## src/rtl/core/crccp_pkg.sv

```systemverilog
// Package for the CRC codeword packer: register map, field widths,
// reset values and result limits. No dependencies.
`default_nettype none

package crccp_pkg;

    // Largest generator the datapath is sized for (default).
    localparam int MAX_GEN_BITS_DEF = 17;
    // Most result bytes one input byte may produce, header included.
    localparam int MAX_RESULTS      = 7;

    localparam int GEN_BITS_W = 17;
    localparam int GEN_LEN_W  = 5;
    localparam int TOTAL_W    = 24;
    localparam int BYTE_W     = 8;
    localparam int PAD_W      = 3;
    localparam int CFG_IDX_W  = 2;
    localparam int CFG_DATA_W = 24;

    localparam logic [GEN_BITS_W-1:0] GEN_BITS_RST = GEN_BITS_W'(11);
    localparam logic [GEN_LEN_W-1:0]  GEN_LEN_RST  = GEN_LEN_W'(4);
    localparam logic                  WORD_MODE_RST = 1'b1;
    localparam logic [TOTAL_W-1:0]    TOTAL_RST    = TOTAL_W'(1);

    typedef enum logic [CFG_IDX_W-1:0] {
        CFG_GEN_BITS   = 2'd0,
        CFG_GEN_LENGTH = 2'd1,
        CFG_WORD_MODE  = 2'd2,
        CFG_TOTAL      = 2'd3
    } t_cfg_idx;

endpackage : crccp_pkg

`default_nettype wire

```

## src/rtl/core/crccp_encoder.sv

```systemverilog
// Combinational CRC encoder: turns one input byte into one or two codewords
// concatenated MSB first, plus the leading padding count. Uses crccp_pkg.
`default_nettype none

module crccp_encoder #(
    parameter int MAX_GEN_BITS = crccp_pkg::MAX_GEN_BITS_DEF
) (
    input  wire logic [crccp_pkg::BYTE_W-1:0]     i_data,
    input  wire logic [crccp_pkg::GEN_BITS_W-1:0] i_gen_bits,
    input  wire logic [crccp_pkg::GEN_LEN_W-1:0]  i_gen_length,
    input  wire logic                             i_word_mode,
    input  wire logic [crccp_pkg::PAD_W-1:0]      i_total_low,
    output logic [2*MAX_GEN_BITS+5:0]             o_val,
    output logic [$clog2(2*MAX_GEN_BITS+7)-1:0]   o_nbits,
    output logic [crccp_pkg::PAD_W-1:0]           o_pad
);
    import crccp_pkg::*;

    localparam int LEN_W = $clog2(MAX_GEN_BITS + 1);
    localparam int CW    = MAX_GEN_BITS + 7;
    localparam int W_VAL = 2 * MAX_GEN_BITS + 6;
    localparam int NB_W  = $clog2(W_VAL + 1);

    logic [LEN_W-1:0]                       eff_len;
    logic [MAX_GEN_BITS+GEN_BITS_W-1:0]     gen_wide;
    logic [MAX_GEN_BITS-1:0]                gen;
    logic [NB_W-1:0]                        csz;
    logic [CW-1:0]                          cw_hi;
    logic [CW-1:0]                          cw_lo;
    logic [CW-1:0]                          cw_byte;
    logic [PAD_W-1:0]                       dmod;
    logic [2*PAD_W-1:0]                     prod;

    // Mod-2 long division, one dataword bit a step (at most eight steps).
    function automatic logic [CW-1:0] f_codeword(
        input logic [BYTE_W-1:0]       data,
        input logic                    wide,
        input logic [LEN_W-1:0]        len,
        input logic [MAX_GEN_BITS-1:0] g
    );
        logic [CW-1:0] rem;
        logic [CW-1:0] gw;
        int            dwn;
        int            p;
        dwn = wide ? 8 : 4;
        gw  = CW'(g);
        rem = CW'(data) << (len - LEN_W'(1));
        for (int i = 0; i < 8; i++) begin
            if (i < dwn) begin
                p = dwn - 1 - i + int'(len) - 1;
                if (rem[p]) begin
                    rem = rem ^ (gw << (dwn - 1 - i));
                end
            end
        end
        return (CW'(data) << (len - LEN_W'(1)))
             | (rem & ~({CW{1'b1}} << (len - LEN_W'(1))));
    endfunction

    // Clamp the length: zero acts as one, oversize saturates.
    always_comb begin
        if (i_gen_length == '0) begin
            eff_len = LEN_W'(1);
        end else if (32'(i_gen_length) > 32'(MAX_GEN_BITS)) begin
            eff_len = LEN_W'(MAX_GEN_BITS);
        end else begin
            eff_len = LEN_W'(i_gen_length);
        end
    end

    assign gen_wide = {{MAX_GEN_BITS{1'b0}}, i_gen_bits};
    assign gen      = gen_wide[MAX_GEN_BITS-1:0]
                    & ~({MAX_GEN_BITS{1'b1}} << eff_len);

    assign csz = NB_W'(eff_len) + (i_word_mode ? NB_W'(7) : NB_W'(3));

    assign cw_byte = f_codeword(i_data, 1'b1, eff_len, gen);
    assign cw_hi   = f_codeword({4'b0, i_data[7:4]}, 1'b0, eff_len, gen);
    assign cw_lo   = f_codeword({4'b0, i_data[3:0]}, 1'b0, eff_len, gen);

    always_comb begin
        if (i_word_mode) begin
            o_val   = W_VAL'(cw_byte);
            o_nbits = csz;
        end else begin
            o_val   = (W_VAL'(cw_hi) << csz) | W_VAL'(cw_lo);
            o_nbits = csz + csz;
        end
    end

    // Padding = -(dataword count * codeword size) mod 8.
    assign dmod  = i_word_mode ? i_total_low : {i_total_low[1:0], 1'b0};
    assign prod  = dmod * csz[PAD_W-1:0];
    assign o_pad = PAD_W'(3'd0 - prod[PAD_W-1:0]);

endmodule : crccp_encoder

`default_nettype wire

```

## src/rtl/core/crc_codeword_packer_unit.sv

```systemverilog
// Top level of the CRC codeword packer: config registers, encode stage and
// byte packing output stage. Depends on crccp_pkg and crccp_encoder.
`default_nettype none

// CRC codeword packer. Each accepted input byte is split into datawords (two
// nibbles or one byte, per word_mode); each dataword is followed by its
// remainder of mod-2 division by the configured generator, and the codeword
// bits are packed MSB first into output bytes. The very first transaction
// after reset is preceded by a header byte (tuser high) holding the padding
// count P, then P zero bits, so that a stream of total_bytes inputs ends on
// a byte boundary. Leftover bits stay pending for the next input; there is
// no flush. tlast marks the last output byte caused by one input.
// Timing: an input byte is registered after the encoder in the cycle it is
// accepted, and moves into the packing buffer the cycle after, or as the
// previous item's last byte leaves. The output port emits one byte per
// cycle while the receiver holds tready high; an item produces
// floor((pending + P + codeword bits) / 8) bytes, plus one for the header;
// five in nibble mode with a 17-bit generator. Input and output are decoupled
// by the encode register, so a new input is taken while bytes still drain.
// At most MAX_RESULTS bytes per input; further whole bytes are dropped.
// Write configuration only while the block is idle.
module crc_codeword_packer_unit #(
    parameter int MAX_GEN_BITS = crccp_pkg::MAX_GEN_BITS_DEF
) (
    input  wire logic                             i_clk,
    input  wire logic                             i_rst_n,
    // config write channel
    input  wire logic                             i_cfg_valid,
    output logic                                  o_cfg_ready,
    input  wire logic [crccp_pkg::CFG_IDX_W-1:0]  i_cfg_index,
    input  wire logic [crccp_pkg::CFG_DATA_W-1:0] i_cfg_data,
    // input stream
    input  wire logic                             i_s_tvalid,
    output logic                                  o_s_tready,
    input  wire logic [7:0]                       i_s_tdata,  // [7:0] data_byte
    // output stream
    output logic                                  o_m_tvalid,
    input  wire logic                             i_m_tready,
    output logic [7:0]                            o_m_tdata,  // [7:0] out_byte
    output logic                                  o_m_tuser,  // [0] is_header
    output logic                                  o_m_tlast   // run_last
);
    import crccp_pkg::*;

    localparam int W_VAL  = 2 * MAX_GEN_BITS + 6;
    localparam int NB_W   = $clog2(W_VAL + 1);
    localparam int ACC_W  = W_VAL + 14;
    localparam int CNT_W  = $clog2(ACC_W + 1);
    localparam int NRES_W = $clog2(MAX_RESULTS);

    // configuration registers
    logic [GEN_BITS_W-1:0] r_gen_bits;
    logic [GEN_LEN_W-1:0]  r_gen_length;
    logic                  r_word_mode;
    logic [TOTAL_W-1:0]    r_total;

    // encode stage
    logic                  r_enc_valid;
    logic [W_VAL-1:0]      r_enc_val;
    logic [NB_W-1:0]       r_enc_nbits;
    logic [PAD_W-1:0]      r_enc_pad;
    logic [W_VAL-1:0]      enc_val;
    logic [NB_W-1:0]       enc_nbits;
    logic [PAD_W-1:0]      enc_pad;

    // packing stage
    logic [ACC_W-1:0]      r_acc,      n_acc;
    logic [CNT_W-1:0]      r_cnt,      n_cnt;
    logic                  r_hdr_pend, n_hdr_pend;
    logic                  r_hdr_sent, n_hdr_sent;
    logic [PAD_W-1:0]      r_pad,      n_pad;
    logic [NRES_W-1:0]     r_nres,     n_nres;

    logic                  s_fire;
    logic                  out_fire;
    logic                  out_last;
    logic                  out_idle;
    logic                  at_limit;
    logic                  load;
    logic [CNT_W-1:0]      load_n;
    logic [ACC_W-1:0]      acc_sh;

    assign o_cfg_ready = 1'b1;

    // config register write decode
    always_ff @(posedge i_clk) begin
        if (!i_rst_n) begin
            r_gen_bits   <= GEN_BITS_RST;
            r_gen_length <= GEN_LEN_RST;
            r_word_mode  <= WORD_MODE_RST;
            r_total      <= TOTAL_RST;
        end else if (i_cfg_valid) begin
            unique case (t_cfg_idx'(i_cfg_index))
                CFG_GEN_BITS:   r_gen_bits   <= i_cfg_data[GEN_BITS_W-1:0];
                CFG_GEN_LENGTH: r_gen_length <= i_cfg_data[GEN_LEN_W-1:0];
                CFG_WORD_MODE:  r_word_mode  <= i_cfg_data[0];
                CFG_TOTAL:      r_total      <= i_cfg_data[TOTAL_W-1:0];
                default: ;
            endcase
        end
    end

    // Encode the incoming byte straight off the port.
    crccp_encoder #(
        .MAX_GEN_BITS (MAX_GEN_BITS)
    ) u_encoder (
        .i_data       (i_s_tdata),
        .i_gen_bits   (r_gen_bits),
        .i_gen_length (r_gen_length),
        .i_word_mode  (r_word_mode),
        .i_total_low  (r_total[PAD_W-1:0]),
        .o_val        (enc_val),
        .o_nbits      (enc_nbits),
        .o_pad        (enc_pad)
    );

    // Output side: a byte is ready when the header waits or a full byte sits
    // in the buffer.
    assign at_limit   = (r_nres == NRES_W'(MAX_RESULTS - 1));
    assign o_m_tvalid = r_hdr_pend || (r_cnt >= CNT_W'(8));
    assign out_fire   = o_m_tvalid && i_m_tready;
    assign out_idle   = !r_hdr_pend && (r_cnt < CNT_W'(8));
    assign out_last   = at_limit
                     || (r_hdr_pend ? (r_cnt < CNT_W'(8)) : (r_cnt < CNT_W'(16)));

    assign acc_sh    = r_acc >> (r_cnt - CNT_W'(8));
    assign o_m_tdata = r_hdr_pend ? {{(BYTE_W-PAD_W){1'b0}}, r_pad} : acc_sh[7:0];
    assign o_m_tuser = r_hdr_pend;
    assign o_m_tlast = out_last;

    // Move the encoded item into the buffer once the previous one drains.
    assign load       = r_enc_valid && (out_idle || (out_fire && out_last));
    assign o_s_tready = !r_enc_valid || load;
    assign s_fire     = i_s_tvalid && o_s_tready;

    // Padding is added only with the header, as leading zero bits.
    assign load_n = CNT_W'(r_enc_nbits) + (r_hdr_sent ? CNT_W'(0) : CNT_W'(r_enc_pad));

    always_comb begin
        n_acc      = r_acc;
        n_cnt      = r_cnt;
        n_hdr_pend = r_hdr_pend;
        n_hdr_sent = r_hdr_sent;
        n_pad      = r_pad;
        n_nres     = r_nres;
        if (out_fire) begin
            if (r_hdr_pend) begin
                n_hdr_pend = 1'b0;
            end else begin
                // on the last byte also drop any whole bytes past the limit
                n_cnt = out_last ? CNT_W'(r_cnt[2:0]) : r_cnt - CNT_W'(8);
            end
            n_nres = r_nres + NRES_W'(1);
        end
        if (load) begin
            // stale bits above the count are never read, so no masking
            n_acc      = (r_acc << load_n) | ACC_W'(r_enc_val);
            n_cnt      = CNT_W'(r_cnt[2:0]) + load_n;
            n_hdr_pend = !r_hdr_sent;
            n_hdr_sent = 1'b1;
            n_pad      = r_enc_pad;
            n_nres     = '0;
        end
    end

    always_ff @(posedge i_clk) begin
        if (!i_rst_n) begin
            r_enc_valid <= 1'b0;
            r_cnt       <= '0;
            r_hdr_pend  <= 1'b0;
            r_hdr_sent  <= 1'b0;
            r_nres      <= '0;
        end else begin
            if (s_fire) begin
                r_enc_valid <= 1'b1;
            end else if (load) begin
                r_enc_valid <= 1'b0;
            end
            r_cnt      <= n_cnt;
            r_hdr_pend <= n_hdr_pend;
            r_hdr_sent <= n_hdr_sent;
            r_nres     <= n_nres;
        end
    end

    // payload registers
    always_ff @(posedge i_clk) begin
        if (s_fire) begin
            r_enc_val   <= enc_val;
            r_enc_nbits <= enc_nbits;
            r_enc_pad   <= enc_pad;
        end
        r_acc <= n_acc;
        r_pad <= n_pad;
    end

    // A new item never lands on top of bytes still owed by the last one.
    a_load_clean: assert property (@(posedge i_clk) disable iff (!i_rst_n)
        load |-> (out_idle || (out_fire && out_last)))
        else $error("item loaded while output bytes pending");

    // The header is always the first byte of its run.
    a_hdr_first: assert property (@(posedge i_clk) disable iff (!i_rst_n)
        (o_m_tvalid && o_m_tuser) |-> (r_nres == '0))
        else $error("header not first in run");

    // Once the header has gone out it never comes back.
    a_hdr_once: assert property (@(posedge i_clk) disable iff (!i_rst_n)
        (r_hdr_sent && !r_hdr_pend) |=> !r_hdr_pend)
        else $error("header repeated");

    // The per-item byte count stays under the result limit.
    a_nres_bound: assert property (@(posedge i_clk) disable iff (!i_rst_n)
        r_nres <= NRES_W'(MAX_RESULTS - 1))
        else $error("result count overflow");

    // Leftover bits after an item always fit below one byte.
    a_idle_pending: assert property (@(posedge i_clk) disable iff (!i_rst_n)
        (out_fire && out_last && !load) |=> (r_cnt < CNT_W'(8)))
        else $error("whole byte left after last");

endmodule : crc_codeword_packer_unit

`default_nettype wire

```

## config.mk

```make
export PLATFORM = sky130hd
export DESIGN_NAME = crc_codeword_packer_unit
export DESIGN_NICKNAME = d
export VERILOG_FILES = /design/src/rtl/core/crccp_pkg.sv /design/src/rtl/core/crccp_encoder.sv /design/src/rtl/core/crc_codeword_packer_unit.sv
export SDC_FILE = /design/constraint.sdc
export NUM_CORES = 1
export LEC_CHECK = 0
export ABC_AREA = 0
export BUFFER_PORTS_ARGS = -buffer_cell sky130_fd_sc_hd__buf_4
export CORE_MARGIN = 3
export CORE_UTILIZATION = 45
export DETAILED_ROUTE_END_ITERATION = 10
export SLEW_MARGIN = 20
export SYNTH_ARGS = -nofsm -noshare
export SYNTH_HDL_FRONTEND = slang
export SYNTH_HIERARCHICAL = 1
export SYNTH_SLANG_ARGS = --single-unit
```

## constraint.sdc

```tcl
create_clock -name i_clk -period 19.8 [get_ports i_clk]
set_input_delay 2.97 -clock i_clk [delete_from_list [all_inputs] [get_ports i_clk]]
set_output_delay 2.97 -clock i_clk [all_outputs]
set_load 0.005 [all_outputs]
```

## After elaboration in Yosys (flattened, before gate mapping)

Cells that the tools add are included.

- Bits in registers: 144

- Magnitude comparators: 12
- Reductions and logical operators: 23
- Shift-type cells: 8
- Bitwise operators: 28
- Multiplexer cells: 81
- Eq/ne operators: 6
- Multipliers: 1
- $add $sub $neg: 23

Operators by type and width:

| kind | number |
|---|---|
| two-way mux 24 bit | 17 |
| less-than comparator 32 x 7 -> 1 bit (second input constant) | 8 |
| subtractor 32 x 2 -> 32 bit (second input constant) | 7 |
| binary-select mux 1 bit (select 5 bit) | 16 |
| bitwise AND 24 bit | 3 |
| bitwise OR 24 bit | 3 |
| XOR 24 x 17 -> 24 bit | 3 |
| XOR 24 x 18 -> 24 bit | 3 |
| XOR 24 x 19 -> 24 bit | 3 |
| XOR 24 x 20 -> 24 bit | 3 |
| bitwise OR 54 x 40 -> 54 bit | 1 |
| left shift 54 x 6 -> 54 bit | 1 |
| >> shifter 54 x 6 -> 8 bit | 1 |
| left shift 4 x 5 -> 24 bit | 2 |
| bitwise OR 40 x 24 -> 40 bit | 1 |
| left shift 24 x 6 -> 40 bit | 1 |
| two-way mux 1 bit | 37 |
| two-way mux 6 bit | 5 |
| adder 3 x 5 -> 6 bit (first input constant) | 4 |
| inverter 24 bit | 1 |
| left shift 24 x 5 -> 24 bit (first input constant) | 1 |
| left shift 8 x 5 -> 24 bit | 1 |
| XOR 24 x 21 -> 24 bit | 1 |
| XOR 24 x 22 -> 24 bit | 1 |
| 38 further kinds | 58 |

## Longest topological paths before layout

Gate-level depths: netlist of run 1.

- Word-level depth: 40
- Mapped depth: 70

## Modules after synthesis

The synthesis of run 1 kept the hierarchy.

By module, submodules not included:

| module | times used | area each (um2) | seq. area each (um2) | cells each |
|---|---|---|---|---|
| crccp_encoder | 1 | 14269.9 | 0.0 | 2249 |
| crc_codeword_packer_unit | 1 | 10710.3 | 3943.8 | 978 |

## Least setup slack after synthesis of run 1

No wires, ideal clock.

- Kind: flip-flop to flip-flop
- Start point: register r_gen_length[1]
- End point: register r_enc_val[16] (data pin)
- Clock period less this slack: 15843 ps
- Stages on the path, launching flop included: 65
- Arrival time: 15588 ps
- Setup time: 255 ps
- Setup slack: 3957 ps
- Path buffers: 23
- Required time: 19545 ps
- Cell sequence: dfxtp_1 -> or4_1 -> buf_2 -> nand3_2 -> buf_4 -> buf_2 -> buf_1 -> buf_1 -> clkbuf_1 -> buf_1 -> clkbuf_1 -> clkbuf_1 -> clkbuf_1 -> buf_1 -> buf_1 -> clkbuf_1 -> buf_1 -> ha_1 -> (+29 left out) -> mux2i_1 -> o2111ai_1 -> and3_1 -> buf_2 -> or4_1 -> and4_1 -> or4_4 -> a21oi_4 -> o31a_2 -> buf_6 -> nor3_1 -> nor4b_1 -> a211oi_2 -> a221oi_4 -> buf_6 -> o21ai_1 -> xor2_1 -> o21ba_1

- Cells in the longest elaborated chain, start to end: 40

Ends and longest elaborated chain:

| what | RTL line | RTL |
|---|---|---|
| start, declared | crc_codeword_packer_unit.sv:53 | `logic [GEN_LEN_W-1:0] r_gen_length;` |
| start signal, assigned | crc_codeword_packer_unit.sv:95 | `CFG_GEN_LENGTH: r_gen_length <= i_cfg_data[GEN_LEN_W-1:0];` |
| > comparator 5 bit | crccp_encoder.sv:64 | `end else if (32'(i_gen_length) > 32'(MAX_GEN_BITS)) begin` |
| two-way mux 5 bit | crccp_encoder.sv:64 |  |
| two-way mux 5 bit (*) | crccp_encoder.sv:62 | `if (i_gen_length == '0) begin` |
| adder 3 x 5 -> 6 bit / subtractor 5 x 1 -> 5 bit (equally long branches) | -- |  |
| subtractor 32 x 2 -> 32 bit / left shift 8 x 5 -> 24 bit (equally long branches) | crccp_encoder.sv:50, crccp_encoder.sv:47, crccp_encoder.sv:56 |  |
| binary-select mux 1 bit (select 5 bit) | crccp_encoder.sv:51 | `if (rem[p]) begin` |
| two-way mux 1 bit (implied by the code) (2 in a row) | crccp_encoder.sv:51 |  |
| two-way mux 24 bit | crccp_encoder.sv:51 |  |
| (+23 left out) | -- |  |
| two-way mux 24 bit | crccp_encoder.sv:51 |  |
| binary-select mux 1 bit (select 5 bit) | crccp_encoder.sv:51 |  |
| two-way mux 1 bit (implied by the code) (2 in a row) | crccp_encoder.sv:51 |  |
| two-way mux 24 bit | crccp_encoder.sv:51 |  |
| bitwise AND 24 bit | crccp_encoder.sv:57 | `\| (rem & ~({CW{1'b1}} << (len - LEN_W'(1))));` |
| bitwise OR 24 bit | crccp_encoder.sv:57 |  |
| two-way mux 24 bit (*) | crccp_encoder.sv:82 | `if (i_word_mode) begin` |
| net enc_val[16] | crc_codeword_packer_unit.sv:62 | `logic [W_VAL-1:0] enc_val;` |
| end signal, assigned | crc_codeword_packer_unit.sv:189 | `r_enc_val <= enc_val;` |
| end, declared | crc_codeword_packer_unit.sv:59 | `logic [W_VAL-1:0] r_enc_val;` |

Mark *: on every way through the listed nets, which the timed path passes. The rest lies on a longest branch. The select of a mux whose other input is x is not followed.
A chain may end at the register's enable or synchronous reset.

## Worst setup path after layout of run 1

- Start point: register r_gen_length[4]
- End point: register r_enc_val[11] (data pin)

Same word-level chain as after synthesis.

==> impl_metrics.csv, run 1 <==
group,metric,value,unit
timing,period_share,90.2,%
worst_setup_path,critPathLaunchType,"flop",
timing,worst_pin_slew,1.12,ns
worst_setup_path,required,19.96,ns
synth,synth_area,25000,µm²
synth,synthAdderAreaFrac,1.86,%
floorplanning,dieArea,58400,µm²
synth,synth_xor_area_share,9.20,%
worst_setup_path,crit_family,"compound AO/OA/AOI/OAI gates",
place,hpwl,96.4,mm
cells_and_area,seqCellArea,3950,µm²
synth,syn-num-nets,3302,
clock_network,htree_num_levels,4,
clock_network,clk_pin_slew_worst_paths,0.06,ns
synth,synth-edff-count,106,
worst_setup_path,crit_top_cell,"buf_4",
worst_setup_path,crit_fanout,58,
floorplanning,core_area,54300,µm²
run_status,status,"completed",
routing,ant_nets,0,
routing,routed_via_density,7.25,
worst_setup_path,rr_endpoint,"r_enc_val[11]",
clock_network,cts_buffers,17,
floorplanning,fp-row-count,85,
global_routing,track_usage,42.3,%
timing,finalMaxSlewViolations,0,
power,power_density,140,nW/µm²
synth,synth_top_family_by_area,"compound AO/OA/AOI/OAI gates",
cells_and_area,fillerInstances,5456,
worst_hold_path,whs_path_depth,0,
worst_setup_path,arrival,18.02,ns
global_routing,grt_pass1_wl,184,mm
cells_and_area,area_growth,6.70,%
cells_and_area,fin_util,49.0,%
synth,synth.area.top_cells,"edfxtp_1, mux4_2, nand2_1",
routing,wire_per_inst,33.3,µm
synth,synth-compound-area-share,27.2,%
timing,max_freq,0.0560,GHz
synth,synth.avg_cell_area,7.74,µm²
floorplanning,initial_core_util,46.0,%
clock_network,holdBufCountCts,0,
synth,yosysTopAreaCellShare,12.7,%
cells_and_area,drive_gt1_share,14.6,%
timing,setup_viol,0,
global_routing,antenna_found_initial,2,
power,power_leakage,0.00940,µW
place,port_buffers,43,
flow_run,drv_cap,0,
clock_network,clock_latency,0.44,ns
clock_network,cts_buffer_depth,2,
synth,synth_seq_cells,144,
worst_setup_path,reg2regPathDepth,47,
clock_network,cts_root_buf,"clkbuf_16",
floorplanning,ios,52,
cells_and_area,multi_input_area,19700,µm²
clock_network,cts_resized,0,
worst_setup_path,crit_path_max_incr_delay,0.87,ns
global_routing,grt_pass1_vias,25900,
synth,synth_cells,3227,
cells_and_area,nNetsFinal,3214,
worst_hold_path,min_delay_worst_endpoint,"r_pad[2]",
power,vdd_drop_max,83.6,µV
worst_setup_path,crit_type,"flop to flop",
worst_hold_path,hp-start,"r_enc_pad[2]",
synth,seq_area_frac_synth,15.8,%
worst_setup_path,cp-end-kind,"flop",
routing,drc,0,
floorplanning,die_y,242,µm
synth,yosys.area.top_type,"edfxtp_1",
clock_network,clock-sinks,144,
timing,setup_tns,0,ns
place,gp_congestion,1.11,
synth,synthArstFlopShare,0,%
worst_hold_path,worstHoldPathType,"flop to flop",
timing,finalHoldViolCount,0,
synth,yosys-top-cells-count,"nand2_1, nor2_1, xnor2_1",
routing,num_vias,28200,
synth,synthSimpleGateAreaFrac,22.5,%
worst_setup_path,r2r_slack,1.93,ns
routing,wl,130,mm
worst_setup_path,crit_path_top_delay_cell,"o32ai_4",
global_routing,grt_max_degree,66,
synth,synth_mux_area_share,17.6,%
timing,grt_setup_unrepaired,"no",
routing,drt_first_iter_violations,3975,
synth,ys.flop_type,"edfxtp_1",
global_routing,grt_overflow_total,0,
routing,dr.pass1.iters,7,
timing,slew_headroom,24.8,%
clock_network,cts_tree,"done",
timing,min_period,17.87,ns
worst_setup_path,critical_path_buf_inv_count,5,
clock_network,postCtsSetupBuffers,0,
worst_setup_path,r2r_start,"r_gen_length[4]",
floorplanning,die_x,242,µm
timing,fin_worst_skew,0.00866,ns
synth,synth_warnings,6,
synth,yosysMostFrequentCell,"nand2_1",
synth,ys_types,134,
==> layout make-up <==
type	instances	area share [%]
multi-input cells	2754	74.0
clock buffers	19	1.62
clock inverters	11	0.535
repair buffers	169	4.77
inverters	53	0.756
diodes	2	0.0188
flip-flops and latches	144	14.8
well taps	739	3.47
==> kinds of logic (layout without fill, tap and decap cells) <==
kind of cell	count (synthesis)	in the layout
mux	287	287
flops	144	144
simple gates	1224	1224
fa+ha+maj	36	36
xor+xnor	259	259
buf+inv	329	252
compound gates	947	947
other cells	1	3
==> registers in the layout (all words and copies together) (netlist names) <==
name / count
r_pad: 3
r_enc_pad: 3
r_nres: 3
r_enc_nbits: 6
r_gen_bits: 17
r_enc_val: 40
r_word_mode: 1
r_cnt: 6
r_gen_length: 5
r_enc_valid: 1
r_total: 3
o_m_tuser: 1
r_acc: 54
r_hdr_sent: 1
==> report_power, final <==
part	switching [µW]	total, µW	internal (µW)	leakage (µW)
clock network	128	324	195	0.000270
logic	1770	2840	1060	0.00780
registers	119	565	446	0.00133
==> stage by stage <==
step / cell area (µm²) / hold slack, ns / power [µW] / setup slack (ns) / cells
finish: 26700 / 0.446 / 3720 / 1.93 / 3891
global route: 26600 / 0.462 / 3890 / 1.47 / 3889
CTS: 26600 / 0.449 / 3630 / 2.62 / 3889
detailed placement: 26100 / 0.435 / 3290 / 2.47 / 3859
global placement: 26000 / 0.435 / 3260 / 2.07 / 3859
floorplan: 25000 / 0.418 / 2500 / 3.96 / 3227
==> placed cells by master (no fill, tap or decap), drive strengths merged, types with 14 or more instances in the layout <==
cell	instances
o21a	26
nor2b	39
edfxtp	106
a21o	32
ha	34
nand4	15
dfxtp	38
a221oi	20
a21oi	161
o211ai	49
a211oi	56
nand2b	22
mux2	35
inv	52
clkbuf	19
a21boi	28
nand2	449
o22ai	39
nor4	26
o221ai	22
a22oi	33
nand3	76
mux4	115
o21ai	199
and3	23
and2	50
xnor2	183
nor3	89
mux2i	137
o311ai	14
or3	30
or2	15
o31ai	29
buf	169
xor2	76
a31oi	53
a221o	16
a311oi	14
nor2	353
o41ai	16
==> worst max-delay path by stage <==
stage                          startpoint       endpoint  slack, ns  cells past startpoint
after floorplan           r_gen_length[1]  r_enc_val[16]       3.96                     64
after global placement       i_s_tdata[3]  r_enc_val[11]       2.07                     41
after detailed placement     i_s_tdata[3]   r_enc_val[8]       2.47                     41
after CTS                 r_gen_length[4]   r_enc_val[8]       2.62                     46
after global routing      r_gen_length[4]  r_enc_val[11]       1.47                     47
final                     r_gen_length[4]  r_enc_val[11]       1.93                     47
==> routing by layer <==
layer  GRT usage, %  wire length, µm  vias up
li1               -                -    11900
met1           51.4            46400    13400
met2           65.8            56300     2251
met3           9.44            14900      602
met4           31.4            12100        2
met5              0               15        -
==> worst register-to-register path: cells and delay by family (launching register included) <==
kind	cells	cell delay, ns
compound gates	19	7.19
mux	1	0.41
buf+inv	5	2.04
fa+ha+maj	1	0.57
xor+xnor	5	1.82
simple gates	16	5.21
flops	1	0.34
(Power assumes the default switching activity.)
==> run 2: changes to the inputs <==
Settings changed: CORE_UTILIZATION 45 to 37, REMOVE_ABC_BUFFERS from default to 1.
==> run 2 against run 1 <==
Power fell by 1.4%. Fmax rose by 0.15%. Count of clock-buffer cells in the layout rose by 4. Die area rose by 21%. Largest power group unchanged. Combinational power fell by 1%. Clock skew rose by 0.0057 ns. Largest cell class unchanged. Global-route usage fell by 9.2 points. Worst setup slack improved by 0.026 ns. Sequential cell count did not move. Highest routed layer is now met4. Critical endpoint is now r_enc_val[14]. Register-to-register slack improved by 0.03 ns. Sequential power fell by 2%.
==> impl_metrics.csv, run 2 (synthesis results as in run 1) <==
group,metric,value,unit
clock_network,clock_latency,0.44,ns
timing,fin_worst_skew,0.0144,ns
place,port_buffers,43,
place,pre_cts_slack,2.54,ns
worst_setup_path,critPathLaunchType,"flop",
floorplanning,dieArea,70700,µm²
cells_and_area,largest_reg_flops,54,
worst_setup_path,arrival,17.98,ns
timing,grt_setup_unrepaired,"no",
timing,setup_tns,0,ns
cells_and_area,regMostFlops,"r_acc",
timing,finalHoldViolCount,0,
place,dpl.cell_count,3986,
timing,setup_viol,0,
routing,ant_nets,0,
cells_and_area,layout_common_cells,"nand2_1, nor2_1, xnor2_1",
timing,period_share,90.1,%
clock_network,clk_pin_slew_worst_paths,0.06,ns
worst_hold_path,whs_path_depth,0,
floorplanning,core_area,66300,µm²
global_routing,grt_pass1_wl,175,mm
clock_network,cts_tree,"done",
cells_and_area,drive_gt1_share,14.6,%
routing,wl,121,mm
worst_setup_path,rr_endpoint,"r_enc_val[14]",
worst_hold_path,min_delay_worst_endpoint,"r_pad[2]",
clock_network,postCtsSetupBuffers,0,
global_routing,antenna_found_initial,3,
global_routing,track_usage,33.1,%
routing,num_vias,27700,
place,gp_congestion,1.06,
global_routing,grt_pass1_vias,25200,
worst_setup_path,critical_path_buf_inv_count,3,
cells_and_area,final_common_cell,"nand2_1",
worst_setup_path,reg2regPathDepth,45,
global_routing,grt_overflow_total,0,
worst_setup_path,r2r_start,"r_gen_length[4]",
worst_hold_path,worstHoldPathType,"flop to flop",
floorplanning,ios,52,
worst_setup_path,crit_family,"compound AO/OA/AOI/OAI gates",
power,power_leakage,0.00943,µW
timing,finalMaxSlewViolations,0,
power,power_density,137,nW/µm²
timing,min_period,17.84,ns
floorplanning,die_x,266,µm
routing,drt_first_iter_violations,4497,
timing,max_freq,0.0561,GHz
clock_network,clock-sinks,144,
floorplanning,die_y,266,µm
power,swShare,53.9,%
routing,drc,0,
power,p_int,1690,µW
global_routing,grt_max_degree,66,
timing,slew_headroom,15.5,%
clock_network,cts_resized,0,
routing,dr.pass1.iters,6,
power,p_sw,1980,µW
worst_setup_path,crit_path_max_incr_delay,1.04,ns
cells_and_area,layout.cells.non_filler,4020,
worst_setup_path,crit_path_top_delay_cell,"nor2b_1",
floorplanning,initial_core_util,37.7,%
clock_network,cts_buffers,17,
power,power.share.clock,8.6,%
cells_and_area,postLayoutCellArea,26800,µm²
cells_and_area,reg_top3,"r_acc: 54 flops, r_enc_val: 40 flops, r_gen_bits: 17 flops",
clock_network,cts_root_buf,"clkbuf_16",
timing,final.setup.worst_slack,1.96,ns
clock_network,cts_buffer_depth,2,
clock_network,holdBufCountCts,0,
run_status,status,"completed",
flow_run,drv_cap,0,
clock_network,htree_num_levels,4,
cells_and_area,area_growth,7.29,%
floorplanning,fp-row-count,94,
power,vdd_drop_max,77.6,µV
power,p_seq_share,15.1,%
worst_setup_path,crit_type,"flop to flop",
place,dpl_cell_area,26200,µm²
routing,wire_per_inst,30.2,µm
worst_setup_path,r2r_slack,1.96,ns
timing,worst_pin_slew,1.26,ns
routing,routed_via_density,6.90,
place,hpwl,88.7,mm
worst_setup_path,crit_fanout,37,
worst_hold_path,hp-start,"r_enc_pad[2]",
worst_setup_path,cp-end-kind,"flop",
worst_setup_path,required,19.94,ns
power,combinationalPowerShare,76.3,%
cells_and_area,nNetsFinal,3216,
==> run 2: changes by cell type in the layout (fill, tap and decap cells not counted), moves of 2 or more <==
cell	delta
bufinv_16	-3
clkbuf_16	+3
clkinv_1	-2
clkinv_4	-2
clkinvlp_4	-3
inv_4	+3
inv_6	+4
nor2_1	+2
==> run 2: worst max path at each step <==
stage                          from       endpoint  slack, ns  cells after the start
floorplan           r_gen_length[4]  r_enc_val[12]       2.13                     42
global placement       i_s_tdata[3]   r_enc_val[6]       2.68                     42
detailed placement     i_s_tdata[3]   r_enc_val[6]       2.54                     42
CTS                 r_gen_length[4]   r_enc_val[6]       2.87                     45
global route        r_gen_length[4]  r_enc_val[14]       1.73                     45
finish              r_gen_length[4]  r_enc_val[14]       1.96                     45
==> run 2: power groups by stage <==
stage / sequential, µW / combinational [µW] / clock [µW]
CTS: 549 / 2710 / 321
finish: 555 / 2800 / 314
floorplan: 533 / 1880 / 0
global route: 558 / 2980 / 335
global placement: 552 / 2700 / 0
detailed placement: 554 / 2700 / 0
==> run 2: per-layer routing <==
metal	wire length (µm)	track usage (%)
met1	44900	41.6
met3	14400	7.80
met5	0	0.541
met2	51200	50.3
met4	10800	22.9
==> run 2: worst reg2reg max path: cells and delay by family (launching register included) <==
kind	cells	cell delay [ns]
AND/OR/NAND/NOR	12	5.30
adder cells (fa/ha/maj)	1	0.51
multiplexers	2	1.11
flip-flops	1	0.54
buffers and inverters	3	1.03
XOR/XNOR	4	1.64
AO/OA/AOI/OAI	23	7.44
==> run 2: layout make-up <==
type,instances,area (µm²)
tap,864,1080
inverter,53,201
clock buffer,23,513
multi-input combinational,2754,19700
fill,6911,39500
timing repair buffer,171,1290
antenna,2,5.00
clock inverter,9,63.8
sequential,144,3950
==> run 2: stage by stage <==
stage	total power, µW	hold WS, ns	util, %
finish	3670	0.445	40.4
CTS	3580	0.444	40.4
detailed placement	3260	0.427	39.5
floorplan	2420	0.418	-
global route	3870	0.461	40.4
global placement	3250	0.427	39.5
